### src/sv/gda_pkg.sv
// ----------------------------------------------------------------------------
// gda_pkg
// Shared types, widths and calendar helpers for the date-plus-days block.
// ----------------------------------------------------------------------------
package gda_pkg;

	localparam int MAX_ADD_DAYS_DEF = 65535;
	localparam int MAX_YEAR_DEF     = 9999;

	localparam int YEAR_W  = 14;
	localparam int MONTH_W = 4;
	localparam int DAY_W   = 5;
	localparam int ADD_W   = 16;

	// year mod 400 is kept incrementally during the walk
	localparam int Y400_W         = 9;
	localparam int LEAP_CYCLE     = 400;
	localparam int MOD_STEPS      = 6;
	localparam int MOD_STEP_W     = 3;
	localparam int MOD_SUB_W      = 15;

	localparam logic [MONTH_W-1:0] MONTH_JAN = MONTH_W'(1);
	localparam logic [MONTH_W-1:0] MONTH_FEB = MONTH_W'(2);
	localparam logic [MONTH_W-1:0] MONTH_DEC = MONTH_W'(12);

	typedef struct packed {
		logic [YEAR_W-1:0]  start_year;
		logic [MONTH_W-1:0] start_month;
		logic [DAY_W-1:0]   start_day;
		logic [ADD_W-1:0]   days_to_add;
	} in_item_t;

	typedef struct packed {
		logic [YEAR_W-1:0]  result_year;
		logic [MONTH_W-1:0] result_month;
		logic [DAY_W-1:0]   result_day;
		logic               year_overflow;
	} out_item_t;

	function automatic logic is_leap(input logic [Y400_W-1:0] y400);
		logic cent;
		cent = (y400 == Y400_W'(100)) || (y400 == Y400_W'(200)) || (y400 == Y400_W'(300));
		return (y400[1:0] == 2'b00) && !cent;
	endfunction

	function automatic logic [DAY_W-1:0] month_len(input logic [MONTH_W-1:0] m,
		input logic leap);
		logic [DAY_W-1:0] len;
		case (m)
			MONTH_FEB:                         len = leap ? DAY_W'(29) : DAY_W'(28);
			MONTH_W'(4), MONTH_W'(6),
			MONTH_W'(9), MONTH_W'(11):         len = DAY_W'(30);
			default:                           len = DAY_W'(31);
		endcase
		return len;
	endfunction

endpackage

### src/sv/gda_stream_if.sv
// ----------------------------------------------------------------------------
// gda_stream_if
// Valid/ready channel carrying one item per accepted handshake.
// ----------------------------------------------------------------------------
interface gda_stream_if #(
	parameter type item_t = logic
);
	logic  valid;
	logic  ready;
	item_t payload;

	modport source (output valid, output payload, input ready);
	modport sink   (input valid, input payload, output ready);
endinterface

### src/sv/gda_walk.sv
// ----------------------------------------------------------------------------
// gda_walk
// Sequencer around one shared subtractor: reduces the start year mod 400,
// then walks one month per cycle until the day fits its month.
// ----------------------------------------------------------------------------
module gda_walk #(
	parameter int MAX_ADD_DAYS = gda_pkg::MAX_ADD_DAYS_DEF,
	parameter int MAX_YEAR     = gda_pkg::MAX_YEAR_DEF
) (
	input  logic               clk,
	input  logic               arst_n,
	input  logic               start,
	input  gda_pkg::in_item_t  start_item,
	output logic               start_ready,
	output logic               res_valid,
	input  logic               res_ready,
	output gda_pkg::out_item_t res
);

	localparam int DSUM_W = $clog2(MAX_ADD_DAYS + 32);
	localparam int YR_W   = $clog2((1 << gda_pkg::YEAR_W) + MAX_ADD_DAYS / 365 + 4);
	localparam int SUB_W  = (DSUM_W > gda_pkg::MOD_SUB_W) ? DSUM_W : gda_pkg::MOD_SUB_W;

	typedef enum logic [3:0] {
		S_IDLE = 4'b0001,
		S_MOD  = 4'b0010,
		S_WALK = 4'b0100,
		S_DONE = 4'b1000
	} state_t;

	state_t                             state_q;
	logic [gda_pkg::MOD_STEP_W-1:0]     step_q;
	logic [DSUM_W-1:0]                  day_q;
	logic [gda_pkg::MONTH_W-1:0]        month_q;
	logic [YR_W-1:0]                    year_q;
	logic [gda_pkg::YEAR_W-1:0]         rem_q;

	logic [gda_pkg::Y400_W-1:0]         y400;
	logic [gda_pkg::DAY_W-1:0]          cur_len;
	logic [SUB_W-1:0]                   op_a;
	logic [SUB_W-1:0]                   op_b;
	logic [SUB_W-1:0]                   diff;
	logic                               borrow;
	logic                               ovf;
	logic [DSUM_W-1:0]                  add_sat;
	logic [gda_pkg::YEAR_W-1:0]         year_in;
	logic [gda_pkg::MONTH_W-1:0]        month_in;
	logic [gda_pkg::DAY_W-1:0]          day_in;

	assign y400    = rem_q[gda_pkg::Y400_W-1:0];
	assign cur_len = gda_pkg::month_len(month_q, gda_pkg::is_leap(y400));

	// shared subtract/compare unit
	always_comb begin
		if (state_q == S_MOD) begin
			op_a = SUB_W'(rem_q);
			op_b = SUB_W'(gda_pkg::LEAP_CYCLE) << step_q;
		end else begin
			op_a = SUB_W'(day_q);
			op_b = SUB_W'(cur_len);
		end
		{borrow, diff} = {1'b0, op_a} - {1'b0, op_b};
	end

	// input normalization
	always_comb begin
		year_in  = (start_item.start_year == '0) ? gda_pkg::YEAR_W'(1) : start_item.start_year;
		month_in = start_item.start_month;
		if (start_item.start_month == '0) begin
			month_in = gda_pkg::MONTH_JAN;
		end else if (start_item.start_month > gda_pkg::MONTH_DEC) begin
			month_in = gda_pkg::MONTH_DEC;
		end
		day_in  = (start_item.start_day == '0) ? gda_pkg::DAY_W'(1) : start_item.start_day;
		add_sat = (32'(start_item.days_to_add) > 32'(MAX_ADD_DAYS)) ?
			DSUM_W'(MAX_ADD_DAYS) : DSUM_W'(start_item.days_to_add);
	end

	always_ff @(posedge clk or negedge arst_n) begin
		if (!arst_n) begin
			state_q <= S_IDLE;
			step_q  <= '0;
		end else begin
			unique case (state_q)
				S_IDLE: begin
					if (start) begin
						state_q <= S_MOD;
						step_q  <= gda_pkg::MOD_STEP_W'(gda_pkg::MOD_STEPS - 1);
					end
				end
				S_MOD: begin
					if (step_q == '0) begin
						state_q <= S_WALK;
					end else begin
						step_q <= step_q - gda_pkg::MOD_STEP_W'(1);
					end
				end
				S_WALK: begin
					if (borrow || diff == '0) begin
						state_q <= S_DONE;
					end
				end
				S_DONE: begin
					if (res_ready) begin
						state_q <= S_IDLE;
					end
				end
				default: state_q <= S_IDLE;
			endcase
		end
	end

	always_ff @(posedge clk) begin
		if (state_q == S_IDLE && start) begin
			year_q  <= YR_W'(year_in);
			rem_q   <= year_in;
			month_q <= month_in;
			day_q   <= DSUM_W'(day_in) + add_sat;
		end else if (state_q == S_MOD) begin
			if (!borrow) begin
				rem_q <= diff[gda_pkg::YEAR_W-1:0];
			end
		end else if (state_q == S_WALK) begin
			if (!borrow && diff != '0) begin
				day_q <= diff[DSUM_W-1:0];
				if (month_q == gda_pkg::MONTH_DEC) begin
					month_q <= gda_pkg::MONTH_JAN;
					year_q  <= year_q + YR_W'(1);
					rem_q   <= (rem_q == gda_pkg::YEAR_W'(gda_pkg::LEAP_CYCLE - 1)) ?
						'0 : rem_q + gda_pkg::YEAR_W'(1);
				end else begin
					month_q <= month_q + gda_pkg::MONTH_W'(1);
				end
			end
		end
	end

	assign ovf         = 32'(year_q) > 32'(MAX_YEAR);
	assign start_ready = (state_q == S_IDLE);
	assign res_valid   = (state_q == S_DONE);

	always_comb begin
		res.result_year   = ovf ? gda_pkg::YEAR_W'(MAX_YEAR) : year_q[gda_pkg::YEAR_W-1:0];
		res.result_month  = month_q;
		res.result_day    = day_q[gda_pkg::DAY_W-1:0];
		res.year_overflow = ovf;
	end

	a_start_to_mod: assert property (@(posedge clk) disable iff (!arst_n)
		(start && state_q == S_IDLE) |=> (state_q == S_MOD))
		else $error("walk did not enter year reduction");

	a_month_range: assert property (@(posedge clk) disable iff (!arst_n)
		(state_q == S_WALK || state_q == S_DONE) |->
			(month_q >= gda_pkg::MONTH_JAN && month_q <= gda_pkg::MONTH_DEC))
		else $error("month out of range during walk");

	a_rem_reduced: assert property (@(posedge clk) disable iff (!arst_n)
		(state_q == S_WALK) |-> (rem_q < gda_pkg::YEAR_W'(gda_pkg::LEAP_CYCLE)))
		else $error("year mod 400 not reduced");

	a_day_fits: assert property (@(posedge clk) disable iff (!arst_n)
		(state_q == S_DONE) |-> (day_q != '0 && day_q <= DSUM_W'(cur_len)))
		else $error("result day does not fit its month");

endmodule

### src/sv/gregorian_date_add_days.sv
// sequence: after accept, the start year is reduced mod 400 on the shared subtractor, then
// the walk crosses month boundaries one by one (at default limits at most about 2155 per item)
// flow: one item at a time; the next item is accepted once the previous result is in the
// output register, so a stalled output register also holds back the next accept
// reset: arst_n clears the sequencer and the output valid; no item is held after reset
// ----------------------------------------------------------------------------
// gregorian_date_add_days
// Adds a day count to a Gregorian date, with year saturation on overflow.
// ----------------------------------------------------------------------------
module gregorian_date_add_days #(
	parameter int MAX_ADD_DAYS = gda_pkg::MAX_ADD_DAYS_DEF,
	parameter int MAX_YEAR     = gda_pkg::MAX_YEAR_DEF
) (
	input  logic         clk,
	input  logic         arst_n,
	gda_stream_if.sink   in_ch,
	gda_stream_if.source out_ch
);

	logic               walk_ready;
	logic               walk_valid;
	logic               walk_take;
	gda_pkg::out_item_t walk_res;
	logic               out_valid_q;
	gda_pkg::out_item_t out_item_q;

	gda_walk #(
		.MAX_ADD_DAYS (MAX_ADD_DAYS),
		.MAX_YEAR     (MAX_YEAR)
	) u_walk (
		.clk         (clk),
		.arst_n      (arst_n),
		.start       (in_ch.valid),
		.start_item  (in_ch.payload),
		.start_ready (walk_ready),
		.res_valid   (walk_valid),
		.res_ready   (walk_take),
		.res         (walk_res)
	);

	assign in_ch.ready = walk_ready;
	assign walk_take   = !out_valid_q || out_ch.ready;

	// output register
	always_ff @(posedge clk or negedge arst_n) begin
		if (!arst_n) begin
			out_valid_q <= 1'b0;
		end else if (walk_take) begin
			out_valid_q <= walk_valid;
		end
	end

	always_ff @(posedge clk) begin
		if (walk_take && walk_valid) begin
			out_item_q <= walk_res;
		end
	end

	assign out_ch.valid   = out_valid_q;
	assign out_ch.payload = out_item_q;

endmodule

### src/flat_wrapper.sv
// flat-port wrapper written by rule: the top's interface ports become plain ports
module gregorian_date_add_days_flat import gda_pkg::*;
#(
	parameter int MAX_ADD_DAYS = gda_pkg::MAX_ADD_DAYS_DEF,
	parameter int MAX_YEAR     = gda_pkg::MAX_YEAR_DEF
)
  (clk, arst_n, in_ch_valid, in_ch_payload, in_ch_ready, out_ch_valid, out_ch_payload, out_ch_ready);
  gda_stream_if #(.item_t(in_item_t)) in_ch_i ();
  gda_stream_if #(.item_t(out_item_t)) out_ch_i ();
  input  logic clk;
  input  logic arst_n;
  input wire logic [$bits(in_ch_i.valid)-1:0] in_ch_valid;
  input wire logic [$bits(in_ch_i.payload)-1:0] in_ch_payload;
  output wire logic [$bits(in_ch_i.ready)-1:0] in_ch_ready;
  output wire logic [$bits(out_ch_i.valid)-1:0] out_ch_valid;
  output wire logic [$bits(out_ch_i.payload)-1:0] out_ch_payload;
  input wire logic [$bits(out_ch_i.ready)-1:0] out_ch_ready;
  assign in_ch_i.valid = in_ch_valid;
  assign in_ch_i.payload = in_ch_payload;
  assign in_ch_ready = in_ch_i.ready;
  assign out_ch_valid = out_ch_i.valid;
  assign out_ch_payload = out_ch_i.payload;
  assign out_ch_i.ready = out_ch_ready;
  gregorian_date_add_days #(.MAX_ADD_DAYS(MAX_ADD_DAYS), .MAX_YEAR(MAX_YEAR)) u_core (.clk(clk), .arst_n(arst_n), .in_ch(in_ch_i), .out_ch(out_ch_i));
endmodule
### config.mk
export PLATFORM = sky130hd
export DESIGN_NAME = gregorian_date_add_days_flat
export DESIGN_NICKNAME = d
export VERILOG_FILES = /design/src/sv/gda_pkg.sv /design/src/sv/gda_stream_if.sv /design/src/sv/gda_walk.sv /design/src/sv/gregorian_date_add_days.sv /design/src/flat_wrapper.sv
export SDC_FILE = /design/constraint.sdc
export NUM_CORES = 1
export LEC_CHECK = 0
export BUFFER_PORTS_ARGS = -buffer_cell sky130_fd_sc_hd__buf_2
export CAP_MARGIN = 25
export CORE_MARGIN = 1.5
export CORE_UTILIZATION = 40
export CTS_CLUSTER_SIZE = 10
export DETAILED_ROUTE_END_ITERATION = 7
export PLACE_DENSITY = 0.62
export SLEW_MARGIN = 25
export SYNTH_ARGS = -nofsm -noshare
export SYNTH_HDL_FRONTEND = slang
export SYNTH_SLANG_ARGS = --single-unit
### constraint.sdc
create_clock -name clk -period 4.7 [get_ports clk]
set_clock_uncertainty 0.05 [all_clocks]
set_input_delay 1.175 -clock clk [delete_from_list [all_inputs] [get_ports clk]]
set_output_delay 1.175 -clock clk [all_outputs]
set_load 0.1 [all_outputs]
==> impl_metrics.yaml <==
global_route:
  grt_pass1_vias: 4829
  grt-ovfl-total: 0
  grt_pass1_wl_um: 25100
  track_usage_pct: 22.0
  antenna_found_initial: 0
  grt_max_degree: 29
synth:
  synth_top_area_share_pct: 38.4
  synth_cells: 632
  synth_fp_nets: 706
  synth_top_area_cell: "edfxtp_1"
  synthMostInstantiatedCell: "nand2_1"
  ys_seq_elements: 82
  yosysWarningCount: 0
  synthFlopType: "edfxtp_1"
  avgSynthCellArea_um2: 9.02
  synth_common_cells: "nand2_1 (109), edfxtp_1 (73), nor2_1 (45)"
  netlist_area_um2: 5700
  synthTopCellsByArea: "edfxtp_1 (38%), nand2_1 (7.2%), ha_1 (6.4%)"
  yosysUniqueCellTypes: 62
  async_flop_share_pct: 9.76
  ys_seq_area_share_pct: 42.3
  synth-edff-count: 73
timing:
  fin_crit_ns: 4.52
  setup_viol: 0
  tightest_slew_ns: 0.942
  hold_ws_ns: 0.416
  fin_crit_sh_pct: 96.2
  max-slew-margin-rel_pct: 37.2
  max_freq_ghz: 0.221
  maxSlewViolCount: 0
  grt_setup_unrepaired: "false"
  hold_viol_final: 0
  setup_tns_ns: 0
job:
  drv_cap: 0
power_and_ir_drop:
  power_mw: 5.42
  leakage_nw: 2.74
  peakVddDrop_mv: 0.316
  p_per_area_nw_per_um2: 798
clocking:
  clk_path_buf_depth: 2
  cts_tree: "built"
  cts-root-buf: "clkbuf_16"
  path_clk_slew_ns: 0.06
  numCtsBuffers: 9
  clk_latency_ns: 0.34
  htree_levels: 3
  cts_sinks: 82
drt:
  routed_wl_um: 15900
  drt_iter0_markers: 398
  drcViolationCount: 0
  ant_nets: 0
  drt-pass1-iter-count: 5
  detail_route.wl_per_cell_um: 17.5
  num_vias: 5069
  vias_per_cell: 5.59
floorplanning:
  dieArea_um2: 15000
  die_y_um: 122
  rows: 43
  boundaryPins: 69
  initial_core_util_pct: 41.1
  die_w_um: 122
  fp.coreArea_um2: 13900
placement:
  dp_cells: 886
  post-dp-hpwl_um: 12400
  port_buffers: 68
  place.gp.congestion: 0.944
worst_setup_path:
  cpPeakStageDelay_ns: 0.67
  arrival_ns: 4.57
  crit_family: "simple AND/OR/NAND/NOR gates"
  crit_type: "flip-flop to flip-flop"
  worst_setup_path_end_kind: "flip-flop"
  crit_chain: "or4b_4 -> buf_4 -> nand2_1 -> nand2_1 -> ha_1 -> a211oi_1 -> o21a_1 -> a211oi_1 -> mux2i_1 -> or4b_1 -> nor4_2 -> nand4_2 -> buf_4 -> nand2_1 -> nand2_2 -> buf_12"
  crit_top_cell: "nand2_1"
  worst-path-buf-inv: 3
  required_ns: 4.75
  worst_path_max_delay_cell: "or4b_4"
  critPathMaxFanout: 21
  start_kind: "flip-flop"
final_layout:
  drive_above_1_share_pct: 19.3
  diodes: 0
  nFillCells: 1364
  utilization_pct: 49.0
  syn_to_final_growth_pct: 19.2
  final_cells: 906
  fin_nets: 796
run_status:
  outcome: "finished, final reports clean"
hold_path:
  hold_path_class: "flip-flop to flip-flop"
-- per-layer routing --
layer / wire [um] / track usage [%] / share of wire [%]
met4: 394 / 8.65 / 2.5
met5: 0 / 0 / 0
met1: 7470 / 30.1 / 47
met2: 7190 / 35.4 / 45
met3: 819 / 2.70 / 5.2
-- metrics by stage --
stage / setup slack (ns) / area [um2]
finish: 0.177 / 6800
global route: 0.000373 / 6800
floorplan: -0.0819 / 5720
global placement: 0.187 / 6480
detailed placement: 0.178 / 6480
CTS: 0.148 / 6740
-- final timing paths --
| path | cells past startpoint | startpoint | end | slack (ns) |
|---|---|---|---|---|
| max in group asynchronous | 1 | arst_n | u_core.u_walk.state_q[0]$_DFFE_PN1P_ | 3.73 |
| setup / recovery | 16 | u_core.u_walk.state_q[3]$_DFFE_PN0P_ | u_core.u_walk.month_q[3]$_DFFE_PP_ | 0.18 |
| setup reg to reg | 16 | u_core.u_walk.state_q[3]$_DFFE_PN0P_ | u_core.u_walk.month_q[3]$_DFFE_PP_ | 0.18 |
| hold / removal | 0 | u_core.u_walk.day_q[4]$_DFFE_PP_ | u_core.out_ch.payload[5]$_DFFE_PP_ | 0.42 |
| hold reg to reg | 0 | u_core.u_walk.day_q[4]$_DFFE_PP_ | u_core.out_ch.payload[5]$_DFFE_PP_ | 0.42 |
| min in group asynchronous | 1 | arst_n | u_core.u_walk.state_q[3]$_DFFE_PN0P_ | 0.62 |
-- registers in the layout (all words and copies together) (netlist names) --
signal and cells:
u_core.out_ch.payload 24, u_core.u_walk.step_q 3, u_core.out_ch.valid 1, u_core.u_walk.state_q 4, u_core.u_walk.month_q 4, u_core.u_walk.rem_q 14, u_core.u_walk.year_q 15, u_core.u_walk.day_q 17
-- cells by family (layout without fill, tap and decap cells) --
kind of cell / count (synthesis) / count (layout) / share of synthesized area [%]
AOI/OAI and AO/OA: 139 / 139 / 15.4
xor gates and xnor gates: 52 / 52 / 7.99
adders and majority gates: 31 / 31 / 7.06
buffers and inverters: 56 / 150 / 3.82
DFF: 82 / 82 / 42.3
muxes: 7 / 7 / 1.27
and+or+nand+nor: 265 / 265 / 22.1
-- layout make-up --
cell class              count  area (um2)  share of cell area [%]
inverters                  27         101                    1.49
repair buffers            108         678                    9.98
clock buffers              10         229                    3.37
flip-flops and latches     82        2410                    35.5
well taps                 180         225                    3.31
multi-input cells         494        3120                    45.9
clock inverters             5        31.3                   0.460
-- worst reg2reg max path, cell delays in order, from the launching register on --
cell      delay (ns)
dfrtp_1         0.45
or4b_4          0.67
buf_4           0.23
nand2_1         0.11
nand2_1         0.10
ha_1            0.39
a211oi_1        0.37
o21a_1          0.18
a211oi_1        0.05
mux2i_1         0.29
or4b_1          0.49
nor4_2          0.18
nand4_2         0.15
buf_4           0.18
nand2_1         0.13
nand2_2         0.09
buf_12          0.18
-- layout by cell type, fill, tap and decap left out, drive strengths merged, types with 5 or more instances in the layout --
master / instances
and3: 16
clkbuf: 10
a31oi: 10
mux2i: 5
inv: 28
nand3: 32
o21ai: 40
buf: 108
a211oi: 8
xor2: 23
edfxtp: 73
dfrtp: 7
nand4: 6
o211ai: 6
nor2: 45
nor2b: 5
a21oi: 42
nand2: 109
ha: 29
o221ai: 6
nor3: 13
nor4: 8
and2: 6
or3: 9
xnor2: 29
-- power by group --
group	total [mW]	internal, mW	switching [mW]
clock	0.645	0.353	0.292
combinational	3.29	1.33	1.96
sequential	1.49	1.24	0.252
-- timing repair --
item,4_1_cts,5_1_grt
hold buffers,0,0
buffers inserted,0,5
resized for setup,0,4
setup endpoints to repair,0,49
Note: power is estimated with default switching activity, not from simulation.
